File: config.mk
export PLATFORM = sky130hd
export DESIGN_NAME = gcr_sector_image_encoder
export DESIGN_NICKNAME = d
export VERILOG_FILES = /design/src/design/gcrse_pkg.sv /design/src/design/gcr_sector_image_encoder.sv /design/src/design/gcrse_front.sv /design/src/design/gcrse_cmd_queue.sv /design/src/design/gcrse_back.sv
export SDC_FILE = /design/constraint.sdc
export NUM_CORES = 1
export LEC_CHECK = 0
export ABC_CLOCK_PERIOD_IN_PS = 4150
export BUFFER_PORTS_ARGS = -buffer_cell sky130_fd_sc_hd__buf_2
export CORE_MARGIN = 3
export CORE_UTILIZATION = 50
export DETAILED_ROUTE_END_ITERATION = 6
export GPL_TIMING_DRIVEN = 0
export HOLD_SLACK_MARGIN = 0.08
export PLACE_DENSITY = 0.67
export SKIP_CTS_REPAIR_TIMING = 1
export SLEW_MARGIN = 0
export SYNTH_ARGS = -nofsm -noshare
export SYNTH_HDL_FRONTEND = slang
export SYNTH_SLANG_ARGS = --single-unit
File: constraint.sdc
create_clock -name clk -period 4.15 [get_ports clk]
set_input_delay 0.83 -clock clk [delete_from_list [all_inputs] [get_ports clk]]
set_output_delay 0.83 -clock clk [all_outputs]
set_load 0.005 [all_outputs]
File: src/design/gcrse_pkg.sv
`default_nettype none
// ----------------------------------------------------------------------------
// gcrse_pkg
// Shared types, image layout constants and the 4-to-5 GCR code table.
// ----------------------------------------------------------------------------
package gcrse_pkg;

    localparam int GAP_BYTES = 9;

    localparam int OFF_W = 9;

    localparam logic [OFF_W-1:0] SYNC_HDR_OFF  = OFF_W'(0);
    localparam logic [OFF_W-1:0] HDR_OFF       = OFF_W'(5);
    localparam logic [OFF_W-1:0] HDR_OFF_2     = OFF_W'(10);
    localparam logic [OFF_W-1:0] DATA_SYNC_OFF = OFF_W'(15 + GAP_BYTES);
    localparam logic [OFF_W-1:0] DATA_OFF      = OFF_W'(20 + GAP_BYTES);
    localparam logic [OFF_W-1:0] LAST_GRP_OFF  = OFF_W'(20 + GAP_BYTES + 5 * 64);
    localparam logic [OFF_W-1:0] LAST_OFF      = OFF_W'(24 + GAP_BYTES + 5 * 64);

    localparam logic [2:0] ERR_ID_MISMATCH = 3'd1;
    localparam logic [2:0] ERR_HDR_CHKSUM  = 3'd2;
    localparam logic [2:0] ERR_HDR_MARK    = 3'd3;
    localparam logic [2:0] ERR_DATA_CHKSUM = 3'd4;
    localparam logic [2:0] ERR_DATA_MARK   = 3'd5;

    localparam logic [7:0] HDR_MARK   = 8'h08;
    localparam logic [7:0] DATA_MARK  = 8'h07;
    localparam logic [7:0] BAD_MARK   = 8'hff;
    localparam logic [7:0] SYNC_BYTE  = 8'hff;
    localparam logic [15:0] HDR_PAD   = 16'h0f0f;
    localparam logic [39:0] SYNC_BITS = {5{SYNC_BYTE}};

    // depth must be a power of two
    localparam int QDEPTH = 4;
    localparam int QPTR_W = $clog2(QDEPTH);
    localparam int QCNT_W = $clog2(QDEPTH + 1);

    localparam logic [4:0] GCR_CODE [16] = '{
        5'h0a, 5'h0b, 5'h12, 5'h13, 5'h0e, 5'h0f, 5'h16, 5'h17,
        5'h09, 5'h19, 5'h1a, 5'h1b, 5'h0d, 5'h1d, 5'h1e, 5'h15
    };

    typedef enum logic [1:0] {
        FR_DATA,
        FR_HDR0,
        FR_HDR1,
        FR_SYNC2
    } front_state_t;

    // One entry of the command queue: a 4-byte group or a sync run.
    typedef struct packed {
        logic             sync;
        logic [31:0]      word;
        logic [OFF_W-1:0] offset;
        logic             fin;
    } cmd_t;

    function automatic logic [39:0] gcr_encode(input logic [31:0] word);
        logic [39:0] bits;
        bits = '0;
        for (int j = 0; j < 8; j++)
        begin
            bits[39-5*j -: 5] = GCR_CODE[word[31-4*j -: 4]];
        end
        return bits;
    endfunction

endpackage
`default_nettype wire

File: src/design/gcr_sector_image_encoder.sv
`default_nettype none
// ----------------------------------------------------------------------------
// gcr_sector_image_encoder
// Turns the 256 payload bytes of a sector into its GCR coded image bytes.
//
//   channel   handshake      payload
//   input     push / full    data_byte, error_kind, track_number,
//                            sector_number, id_one, id_two
//   result    empty / pop    gcr_byte, image_offset, last
//
// An item is taken every cycle while the command queue has room and no header
// is going out; after byte zero of a sector full stays high while the header
// goes out. The back end gives one image byte a cycle while the result side
// pops, and each sector of 256 items yields 345 image bytes.
// Reset clears counters, checksum and queues. A held pop stalls the back end,
// and the full four-entry queue then stalls the input.
// ----------------------------------------------------------------------------
module gcr_sector_image_encoder
    import gcrse_pkg::*;
(
    input  wire logic             clk,
    input  wire logic             rst_n,
    input  wire logic             push,
    output logic                  full,
    input  wire logic [7:0]       data_byte,
    input  wire logic [2:0]       error_kind,
    input  wire logic [7:0]       track_number,
    input  wire logic [7:0]       sector_number,
    input  wire logic [7:0]       id_one,
    input  wire logic [7:0]       id_two,
    output logic                  empty,
    input  wire logic             pop,
    output logic [7:0]            gcr_byte,
    output logic [OFF_W-1:0]      image_offset,
    output logic                  last
);

    cmd_t q_wcmd, q_rcmd;
    logic q_push, q_full, q_pop, q_valid;

    gcrse_front u_front (
        .clk           (clk),
        .rst_n         (rst_n),
        .push          (push),
        .full          (full),
        .data_byte     (data_byte),
        .error_kind    (error_kind),
        .track_number  (track_number),
        .sector_number (sector_number),
        .id_one        (id_one),
        .id_two        (id_two),
        .q_push        (q_push),
        .q_cmd         (q_wcmd),
        .q_full        (q_full)
    );

    gcrse_cmd_queue u_queue (
        .clk     (clk),
        .rst_n   (rst_n),
        .q_push  (q_push),
        .q_wcmd  (q_wcmd),
        .q_full  (q_full),
        .q_pop   (q_pop),
        .q_rcmd  (q_rcmd),
        .q_valid (q_valid)
    );

    gcrse_back u_back (
        .clk          (clk),
        .rst_n        (rst_n),
        .q_rcmd       (q_rcmd),
        .q_valid      (q_valid),
        .q_pop        (q_pop),
        .empty        (empty),
        .pop          (pop),
        .gcr_byte     (gcr_byte),
        .image_offset (image_offset),
        .last         (last)
    );

endmodule
`default_nettype wire

File: src/design/gcrse_front.sv
`default_nettype none
// ----------------------------------------------------------------------------
// gcrse_front
// Accepts payload items, keeps checksum and group state, and issues group
// and sync commands; after byte zero it issues the header words and data sync.
// ----------------------------------------------------------------------------
module gcrse_front
    import gcrse_pkg::*;
(
    input  wire logic       clk,
    input  wire logic       rst_n,
    input  wire logic       push,
    output logic            full,
    input  wire logic [7:0] data_byte,
    input  wire logic [2:0] error_kind,
    input  wire logic [7:0] track_number,
    input  wire logic [7:0] sector_number,
    input  wire logic [7:0] id_one,
    input  wire logic [7:0] id_two,
    output logic            q_push,
    output cmd_t            q_cmd,
    input  wire logic       q_full
);

    front_state_t state_reg, state_next;

    logic [7:0]  byte_count_reg, byte_count_next;
    logic [7:0]  cks_reg, cks_next;
    logic [23:0] pending_reg, pending_next;
    logic [31:0] hw0_reg, hw1_reg;
    logic [31:0] hw0_next, hw1_next;

    logic        accept;
    logic        first_byte;
    logic        last_byte;
    logic        group_byte;
    logic [7:0]  id_one_x;
    logic [7:0]  hdr_chk;
    logic [7:0]  cks_base;
    logic [23:0] pending_base;
    logic [5:0]  grp_idx;
    logic [OFF_W-1:0] grp_off;

    assign accept     = push && !full;
    assign first_byte = (byte_count_reg == 8'd0);
    assign last_byte  = (byte_count_reg == 8'hff);
    assign group_byte = (byte_count_reg[1:0] == 2'd2);
    assign grp_idx    = byte_count_reg[7:2];
    assign grp_off    = DATA_OFF + OFF_W'({grp_idx, 2'b00}) + OFF_W'(grp_idx);

    // header words
    always_comb
    begin
        id_one_x = id_one ^ {8{error_kind == ERR_ID_MISMATCH}};
        hdr_chk  = {8{error_kind == ERR_HDR_CHKSUM}} ^ sector_number ^ track_number
                 ^ id_two ^ id_one_x;
        hw0_next = {(error_kind == ERR_HDR_MARK) ? BAD_MARK : HDR_MARK,
                    hdr_chk, sector_number, track_number};
        hw1_next = {id_two, id_one_x, HDR_PAD};
    end

    // data path state
    always_comb
    begin
        cks_base     = first_byte ? {8{error_kind == ERR_DATA_CHKSUM}} : cks_reg;
        pending_base = first_byte
                     ? {16'h0, (error_kind == ERR_DATA_MARK) ? BAD_MARK : DATA_MARK}
                     : pending_reg;
        cks_next     = cks_base ^ data_byte;
        byte_count_next = byte_count_reg + 8'd1;
        if (last_byte || group_byte)
        begin
            pending_next = '0;
        end
        else
        begin
            pending_next = {pending_base[15:0], data_byte};
        end
    end

    // next state
    always_comb
    begin
        state_next = state_reg;
        unique case (state_reg)
            FR_DATA:
            begin
                if (accept && first_byte)
                begin
                    state_next = FR_HDR0;
                end
            end
            FR_HDR0:
            begin
                if (!q_full)
                begin
                    state_next = FR_HDR1;
                end
            end
            FR_HDR1:
            begin
                if (!q_full)
                begin
                    state_next = FR_SYNC2;
                end
            end
            FR_SYNC2:
            begin
                if (!q_full)
                begin
                    state_next = FR_DATA;
                end
            end
            default:
            begin
                state_next = FR_DATA;
            end
        endcase
    end

    // outputs
    always_comb
    begin
        full   = 1'b1;
        q_push = 1'b0;
        q_cmd  = '{sync: 1'b0, word: '0, offset: '0, fin: 1'b0};
        unique case (state_reg)
            FR_DATA:
            begin
                full = q_full;
                priority if (first_byte)
                begin
                    q_push = accept;
                    q_cmd  = '{sync: 1'b1, word: '0, offset: SYNC_HDR_OFF, fin: 1'b0};
                end
                else if (last_byte)
                begin
                    q_push = accept;
                    q_cmd  = '{sync: 1'b0, word: {data_byte, cks_next, 16'h0},
                               offset: LAST_GRP_OFF, fin: 1'b1};
                end
                else if (group_byte)
                begin
                    q_push = accept;
                    q_cmd  = '{sync: 1'b0, word: {pending_reg, data_byte},
                               offset: grp_off, fin: 1'b0};
                end
                else
                begin
                    q_push = 1'b0;
                end
            end
            FR_HDR0:
            begin
                q_push = !q_full;
                q_cmd  = '{sync: 1'b0, word: hw0_reg, offset: HDR_OFF, fin: 1'b0};
            end
            FR_HDR1:
            begin
                q_push = !q_full;
                q_cmd  = '{sync: 1'b0, word: hw1_reg, offset: HDR_OFF_2, fin: 1'b0};
            end
            FR_SYNC2:
            begin
                q_push = !q_full;
                q_cmd  = '{sync: 1'b1, word: '0, offset: DATA_SYNC_OFF, fin: 1'b0};
            end
            default:
            begin
                full = 1'b1;
            end
        endcase
    end

    always_ff @(posedge clk or negedge rst_n)
    begin
        if (!rst_n)
        begin
            state_reg      <= FR_DATA;
            byte_count_reg <= '0;
            cks_reg        <= '0;
            pending_reg    <= '0;
        end
        else
        begin
            state_reg <= state_next;
            if (accept)
            begin
                byte_count_reg <= byte_count_next;
                cks_reg        <= cks_next;
                pending_reg    <= pending_next;
            end
        end
    end

    always_ff @(posedge clk)
    begin
        if (accept && first_byte)
        begin
            hw0_reg <= hw0_next;
            hw1_reg <= hw1_next;
        end
    end

endmodule
`default_nettype wire

File: src/design/gcrse_cmd_queue.sv
`default_nettype none
// ----------------------------------------------------------------------------
// gcrse_cmd_queue
// Short command FIFO between the front and the back.
// ----------------------------------------------------------------------------
module gcrse_cmd_queue
    import gcrse_pkg::*;
(
    input  wire logic clk,
    input  wire logic rst_n,
    input  wire logic q_push,
    input  cmd_t      q_wcmd,
    output logic      q_full,
    input  wire logic q_pop,
    output cmd_t      q_rcmd,
    output logic      q_valid
);

    cmd_t mem_reg [QDEPTH];

    logic [QPTR_W-1:0] wr_ptr_reg, wr_ptr_next;
    logic [QPTR_W-1:0] rd_ptr_reg, rd_ptr_next;
    logic [QCNT_W-1:0] count_reg, count_next;
    logic              do_push, do_pop;

    assign q_full  = (count_reg == QCNT_W'(QDEPTH));
    assign q_valid = (count_reg != '0);
    assign q_rcmd  = mem_reg[rd_ptr_reg];
    assign do_push = q_push && !q_full;
    assign do_pop  = q_pop && q_valid;

    always_comb
    begin
        wr_ptr_next = wr_ptr_reg + QPTR_W'(do_push);
        rd_ptr_next = rd_ptr_reg + QPTR_W'(do_pop);
        count_next  = count_reg + QCNT_W'(do_push) - QCNT_W'(do_pop);
    end

    always_ff @(posedge clk or negedge rst_n)
    begin
        if (!rst_n)
        begin
            wr_ptr_reg <= '0;
            rd_ptr_reg <= '0;
            count_reg  <= '0;
        end
        else
        begin
            wr_ptr_reg <= wr_ptr_next;
            rd_ptr_reg <= rd_ptr_next;
            count_reg  <= count_next;
        end
    end

    always_ff @(posedge clk)
    begin
        if (do_push)
        begin
            mem_reg[wr_ptr_reg] <= q_wcmd;
        end
    end

endmodule
`default_nettype wire

File: src/design/gcrse_back.sv
`default_nettype none
// ----------------------------------------------------------------------------
// gcrse_back
// Expands each command into five image bytes through an output register,
// one a cycle while that register is empty or being popped.
// ----------------------------------------------------------------------------
module gcrse_back
    import gcrse_pkg::*;
(
    input  wire logic             clk,
    input  wire logic             rst_n,
    input  cmd_t                  q_rcmd,
    input  wire logic             q_valid,
    output logic                  q_pop,
    output logic                  empty,
    input  wire logic             pop,
    output logic [7:0]            gcr_byte,
    output logic [OFF_W-1:0]      image_offset,
    output logic                  last
);

    logic             busy_reg, busy_next;
    logic [2:0]       cnt_reg, cnt_next;
    logic [39:0]      bits_reg, bits_next;
    logic [OFF_W-1:0] off_reg, off_next;
    logic             fin_reg;
    logic             out_valid_reg, out_valid_next;
    logic [7:0]       out_byte_reg;
    logic [OFF_W-1:0] out_off_reg;
    logic             out_last_reg;

    logic adv, emit, done, load;

    assign adv   = !out_valid_reg || pop;
    assign emit  = busy_reg && adv;
    assign done  = emit && (cnt_reg == 3'd4);
    assign load  = q_valid && (!busy_reg || done);
    assign q_pop = load;

    assign empty        = !out_valid_reg;
    assign gcr_byte     = out_byte_reg;
    assign image_offset = out_off_reg;
    assign last         = out_last_reg;

    always_comb
    begin
        busy_next = busy_reg;
        cnt_next  = cnt_reg;
        bits_next = bits_reg;
        off_next  = off_reg;
        priority if (load)
        begin
            busy_next = 1'b1;
            cnt_next  = '0;
            bits_next = q_rcmd.sync ? SYNC_BITS : gcr_encode(q_rcmd.word);
            off_next  = q_rcmd.offset;
        end
        else if (done)
        begin
            busy_next = 1'b0;
        end
        else if (emit)
        begin
            cnt_next  = cnt_reg + 3'd1;
            bits_next = {bits_reg[31:0], 8'h00};
            off_next  = off_reg + OFF_W'(1);
        end
        out_valid_next = emit ? 1'b1 : (pop ? 1'b0 : out_valid_reg);
    end

    always_ff @(posedge clk or negedge rst_n)
    begin
        if (!rst_n)
        begin
            busy_reg      <= 1'b0;
            cnt_reg       <= '0;
            out_valid_reg <= 1'b0;
        end
        else
        begin
            busy_reg      <= busy_next;
            cnt_reg       <= cnt_next;
            out_valid_reg <= out_valid_next;
        end
    end

    always_ff @(posedge clk)
    begin
        bits_reg <= bits_next;
        off_reg  <= off_next;
        if (load)
        begin
            fin_reg <= q_rcmd.fin;
        end
        if (emit)
        begin
            out_byte_reg <= bits_reg[39:32];
            out_off_reg  <= off_reg;
            out_last_reg <= fin_reg && (cnt_reg == 3'd4);
        end
    end

endmodule
`default_nettype wire

==> results.cfg, run 1 <==
[floorplanning]
fp-row-count = 61
initial_core_util = 0.5153
dieArea_um2 = 31190
die_w_um = 176.6
ios = 67
die_h_um = 176.6
design.core.area_um2 = 28240

[routing]
vias = 8478
vias_per_cell = 5.775
finalWirelength_mm = 30.90
drt_iter0_drc = 804
dr.pass1.iters = 4
ant_nets = 0
route.detailed.drc = 0
wire_per_inst_um = 21.05

[worst_setup_path]
cp_cell_sequence = inv_1, ha_1, nor4b_4, nand2_2, a31oi_1, and3_2, buf_16
r2r_start = u_front.byte_count_reg[2]$_DFFE_PN0N_
crit_fanout = 24
required_ns = 4.37
cp.arrival_ns = 3.53
cp_slowest_stage_delay_ns = 0.73
reg2reg_to = u_queue.mem_reg[1][40]$_DFFE_PP_
criticalPathCategory = flop to flop
reg2reg_setup_slack_ns = 0.84
slowest_stage = and3_2
start_kind = flop
reg2regPathDepth = 7
end_kind = flop

[power_and_ir_drop]
power.density_nw_per_um2 = 814.6
peakVddDrop_v = 0.0004493
leakage_nw = 6.030

[placed_design]
port_buffers = 66
post-dp-hpwl_mm = 21.67
gp_congestion = 0.8621
dpl_cell_area_um2 = 15500

[synth]
yosysSeqAreaShare = 0.6727
synth_edf_count = 281
ys_types = 59
synth.top_cell.area_share = 0.5799
synth_top_area_cell = edfxtp_1
synth_area_um2 = 14550
synth-main-ff-cell = edfxtp_1
ys_ff_latch = 335
synth.area.top_cells = edfxtp_1, dfrtp_1, mux4_2
ys_async_sr_fraction = 0.1612
synth_area_per_cell_um2 = 15.25
ys.warnings.count = 0
mappedNetlistNets = 1028
synth_cells = 954

[timing]
rsz0062_at_grt = false
setup_violations = 0
worstMarginPinSlew_ns = 1.245
skew_ns = 0.01554
tns_ns = 0
hold_violations = 0
slew_headroom = 0.1636
period_needed_ns = 3.311
slew_violations = 0
fin_crit_sh = 0.7979
fmax_mhz = 302.0

[finish]
largest_reg_flops = 172
area_growth_pct = 14.07
drive_gt1_frac = 0.1890
design_area_um2 = 16600
final_net_count = 1138
fillers = 2199
antennaDiodeCount = 0

[clocking]
ctsRootBufferMaster = clkbuf_16
clock_latency_ns = 0.52
clk_pin_slew_ns = 0.05
cts_tree = done
cts_made_buffers = 36
h-tree-depth = 2
clkSinkCount = 335
clockBufferDepth = 3

[grt]
grt-ovfl-total = 0
antenna_found_initial = 0
grt_usage = 0.2021
grt_max_degree = 55
first_global_vias = 8579
grt_first_pass_wirelength_mm = 48.76

[run_status]
status = complete, no violations

[run]
cap_violations = 0

[hold_path]
worst_hold_path_type = primary input to async pin
-- routing by layer --
metal	vias up	part of all wire	track usage
met5	-	0	0
met1	4227	0.45	0.2927
met4	0	0.019	0.05597
met2	275	0.47	0.3174
li1	3921	-	-
met3	55	0.056	0.03892
-- worst max-delay path by stage --
stage	from	end	slack [ns]	cells past startpoint
finish	u_front.byte_count_reg[2]$_DFFE_PN0N_	u_queue.mem_reg[1][40]$_DFFE_PP_	0.84	7
global route	u_front.byte_count_reg[2]$_DFFE_PN0N_	u_queue.mem_reg[1][40]$_DFFE_PP_	0.63	7
CTS	u_queue.count_reg[1]$_DFF_PN0_	u_queue.count_reg[2]$_DFF_PN0_	0.82	12
detailed placement	pop	u_queue.count_reg[2]$_DFF_PN0_	0.60	13
global placement	push	u_front.hw1_reg[30]$_DFFE_PP_	-0.36	6
floorplan	push	u_front.hw0_reg[0]$_DFFE_PP_	0.57	5
-- per-stage QoR --
stage / hold WS [ns] / std cells / utilization / setup WS [ns] / total power [mW]
final: 0.3785 / 1468 / 0.5878 / 0.8385 / 13.52
after global routing: 0.4089 / 1468 / 0.5878 / 0.6318 / 14.29
after CTS: 0.4197 / 1468 / 0.5877 / 0.8163 / 13.62
after detailed placement: 0.4056 / 1404 / 0.5488 / 0.6049 / 10.60
after global placement: 0.4037 / 1398 / 0.5437 / -0.3566 / 10.38
after floorplan: 0.4003 / 954 / - / 0.5741 / 9.023
-- power breakdown --
part | switching, mW | internal (mW)
combinational | 2.84 | 1.86
sequential | 0.443 | 5.39
clock | 1.25 | 1.75
-- synthesized netlist by cell type, drive strengths merged (6+ instances only) --
cell     instances
o21ai           30
edfxtp         281
ha              26
a21o             7
a22oi           15
xnor2           49
o311ai           8
nor2b           13
buf             27
o211ai           8
a22o            25
mux4            43
inv             40
nor2            37
o22a             6
o32a             6
clkbuf          24
a31oi           17
dfrtp           54
a221o           19
xor2            23
nand3           20
nand4           11
a2bb2oi          7
nor3            10
and3            10
nand2           59
a21oi           41
-- worst max-delay path: cells and delay by family, from the launching register on --
family                   cells  cell delay (ns)
AO/OA/AOI/OAI                1             0.44
AND/OR/NAND/NOR              3             1.56
flip-flops                   1             0.44
adder cells (fa/ha/maj)      1             0.18
buffers and inverters        2             0.38
-- cell usage in the layout, fill, tap and decap left out, types with 3 or more instances in the layout --
master       n
a22o_1      25
nand2b_1     4
xnor2_1     49
clkbuf_1    38
o32a_1       6
a211oi_1     4
o311ai_0     8
nor2b_1     13
buf_4        5
o211ai_1     8
a22oi_1     15
dfrtp_1     54
o21ai_0     28
o22a_1       6
a21oi_1     41
mux2_2       4
edfxtp_1   281
mux2i_1      3
and3_1       8
nor2_1      36
a221o_1     19
nand3_1     19
buf_1        4
buf_12       5
mux4_2      43
ha_1        26
xor2_1      23
a2bb2oi_1    7
a21o_1       7
a31oi_1     17
nand2_1     57
inv_1       38
clkinv_1     3
buf_6        3
nand4_1     11
buf_2       81
nor3_1       9
clkbuf_16   37
-- area by class of cell --
type                       instances  area, um^2  share of cell area
buffer                            51       249.0             0.01500
clock buffer                      53        1006             0.06061
clock inverter                    11       92.59            0.005578
inverter                          40       150.1            0.009046
multi-input combinational        528        4378              0.2638
sequential                       335        9789              0.5898
tap                              378       473.0             0.02849
timing repair buffer              72       460.4             0.02774
-- cell families (layout without fill, tap and decap cells) --
family	after synthesis	count (layout)	share of synthesized area
buffers and inverters	91	227	0.02743
xor gates and xnor gates	72	72	0.04334
muxes	50	50	0.07171
and+or+nand+nor	180	180	0.06337
DFF	335	335	0.6727
AOI/OAI and AO/OA	199	199	0.09768
adders and majority gates	27	27	0.02373
Power figures use the tool's default switching activity.
==> run 2: changes to the inputs <==
- ABC_CLOCK_PERIOD_IN_PS: 4150 -> 3100
- clock period: 4.15 -> 3.1 ns (I/O delays scaled with it)
==> results.cfg, run 2 (synthesis results as in run 1) <==
[grt]
grt_max_degree = 55
grt-ovfl-total = 0
grt_usage = 0.2031
grt_first_pass_wirelength_mm = 48.85
antenna_found_initial = 0
first_global_vias = 8699

[worst_setup_path]
reg2regPathDepth = 6
criticalPathCategory = flop to flop
reg2reg_setup_slack_ns = 0.16
start_kind = flop
required_ns = 3.29
reg2reg_to = u_queue.mem_reg[2][40]$_DFFE_PP_
startpoint = u_front.byte_count_reg[2]$_DFFE_PN0N_
end_kind = flop
crit_fanout = 34
endpoint = u_queue.mem_reg[2][40]$_DFFE_PP_
r2r_start = u_front.byte_count_reg[2]$_DFFE_PN0N_
cp.arrival_ns = 3.13

[finish]
final_net_count = 1138
drive_gt1_frac = 0.1965
design_area_um2 = 16640
antennaDiodeCount = 0
mostFrequentLayoutCell = edfxtp_1
final_cell_mix = edfxtp_1, buf_2, nand2_1, dfrtp_1, xnor2_1
final_cells = 1467
area_growth_pct = 14.37
largest_reg_flops = 172

[timing]
tns_ns = 0
hold_violations = 0
setup_violations = 0
period_needed_ns = 2.939
worstMarginPinSlew_ns = 1.190
slew_headroom = 0.2003
skew_ns = 0.01466
slew_violations = 0
fmax_mhz = 340.2
rsz0062_at_grt = false
fin_crit_sh = 0.9482
hold_ws_ns = 0.1812

[placed_design]
place_inst = 1404
port_buffers = 66
gp_congestion = 0.8619
dpl_cell_area_um2 = 15490
post-dp-hpwl_mm = 21.75

[floorplanning]
design.core.area_um2 = 28240
dieArea_um2 = 31190
fp-row-count = 61
die_h_um = 176.6
initial_core_util = 0.5153
ios = 67
die_w_um = 176.6

[routing]
vias_per_cell = 5.840
vias = 8568
drt_iter0_drc = 742
wire_per_inst_um = 21.16
route.detailed.drc = 0
finalWirelength_mm = 31.04
ant_nets = 0
dr.pass1.iters = 5

[clocking]
ctsRootBufferMaster = clkbuf_16
h-tree-depth = 2
cts_tree = done
clk_pin_slew_ns = 0.06
clock_latency_ns = 0.51
clkSinkCount = 335
cts_made_buffers = 36
clockBufferDepth = 3

[hold_path]
worst_hold_path_type = primary input to async pin

[power_and_ir_drop]
power.total_mw = 18.23
power.density_nw_per_um2 = 1095
leakage_nw = 6.061
peakVddDrop_v = 0.0005064

[run]
cap_violations = 0

[run_status]
status = complete, no violations
run 2: cell types whose count changed in the layout (fill, tap and decap cells not counted), sizes merged:
cell,delta
clkbuf,-3
bufinv,+2
clkinv,+1
inv,-1
run 2: area by class of cell:
| class | instances | area (um^2) |
|---|---|---|
| Tap cell | 378 | 473.0 |
| Buffer | 50 | 251.5 |
| Multi-Input combinational cell | 528 | 4393 |
| Sequential cell | 335 | 9789 |
| Timing Repair Buffer | 73 | 460.4 |
| Clock buffer | 50 | 974.7 |
| Fill cell | 2230 | 11600 |
| Inverter | 40 | 150.1 |
| Clock inverter | 13 | 150.1 |
run 2: metal layers:
metal	vias to the layer above	GRT usage	wire length (um)
li1	3920	-	-
met1	4277	0.2826	13650
met2	298	0.3304	14710
met3	73	0.03183	1730
met4	0	0.06907	951
met5	-	0	0
run 2: power by group:
group / total (mW) / switching (mW) / internal, mW
Combinational: 6.31 / 3.81 / 2.50
Sequential: 7.79 / 0.580 / 7.21
Clock: 4.13 / 1.67 / 2.45
Total: 18.2 / 6.07 / 12.2
run 2: worst min-delay path by stage:
stage                                   from                                  to  slack [ns]
6_report                               rst_n  u_front.pending_reg[0]$_DFFE_PN0N_        0.18
5_1_grt                                rst_n  u_front.pending_reg[0]$_DFFE_PN0N_        0.21
4_1_cts                      track_number[6]        u_front.hw0_reg[6]$_DFFE_PP_        0.29
3_5_place_dp   u_back.bits_reg[32]$_DFFE_PP_        u_back.gcr_byte[0]$_DFFE_PP_        0.41
3_3_place_gp   u_back.bits_reg[36]$_DFFE_PP_        u_back.gcr_byte[4]$_DFFE_PP_        0.40
2_1_floorplan                          rst_n         u_back.busy_reg$_DFFE_PN0P_        0.32
run 2: worst max-delay path, stage by stage, from the launching register on:
cell,delay (ns)
dfrtp_1,0.44
ha_1,0.31
and3_1,0.47
a21oi_1,0.26
a311oi_1,0.44
and2_2,0.42
buf_12,0.28
run 2: metrics by stage:
| stage | utilization | worst slack [ns] |
|---|---|---|
| floorplan | - | 0.01991 |
| global placement | 0.5438 | -1.205 |
| detailed placement | 0.5485 | -0.1902 |
| CTS | 0.5883 | -0.2041 |
| global route | 0.5893 | 0.01083 |
| finish | 0.5893 | 0.1607 |
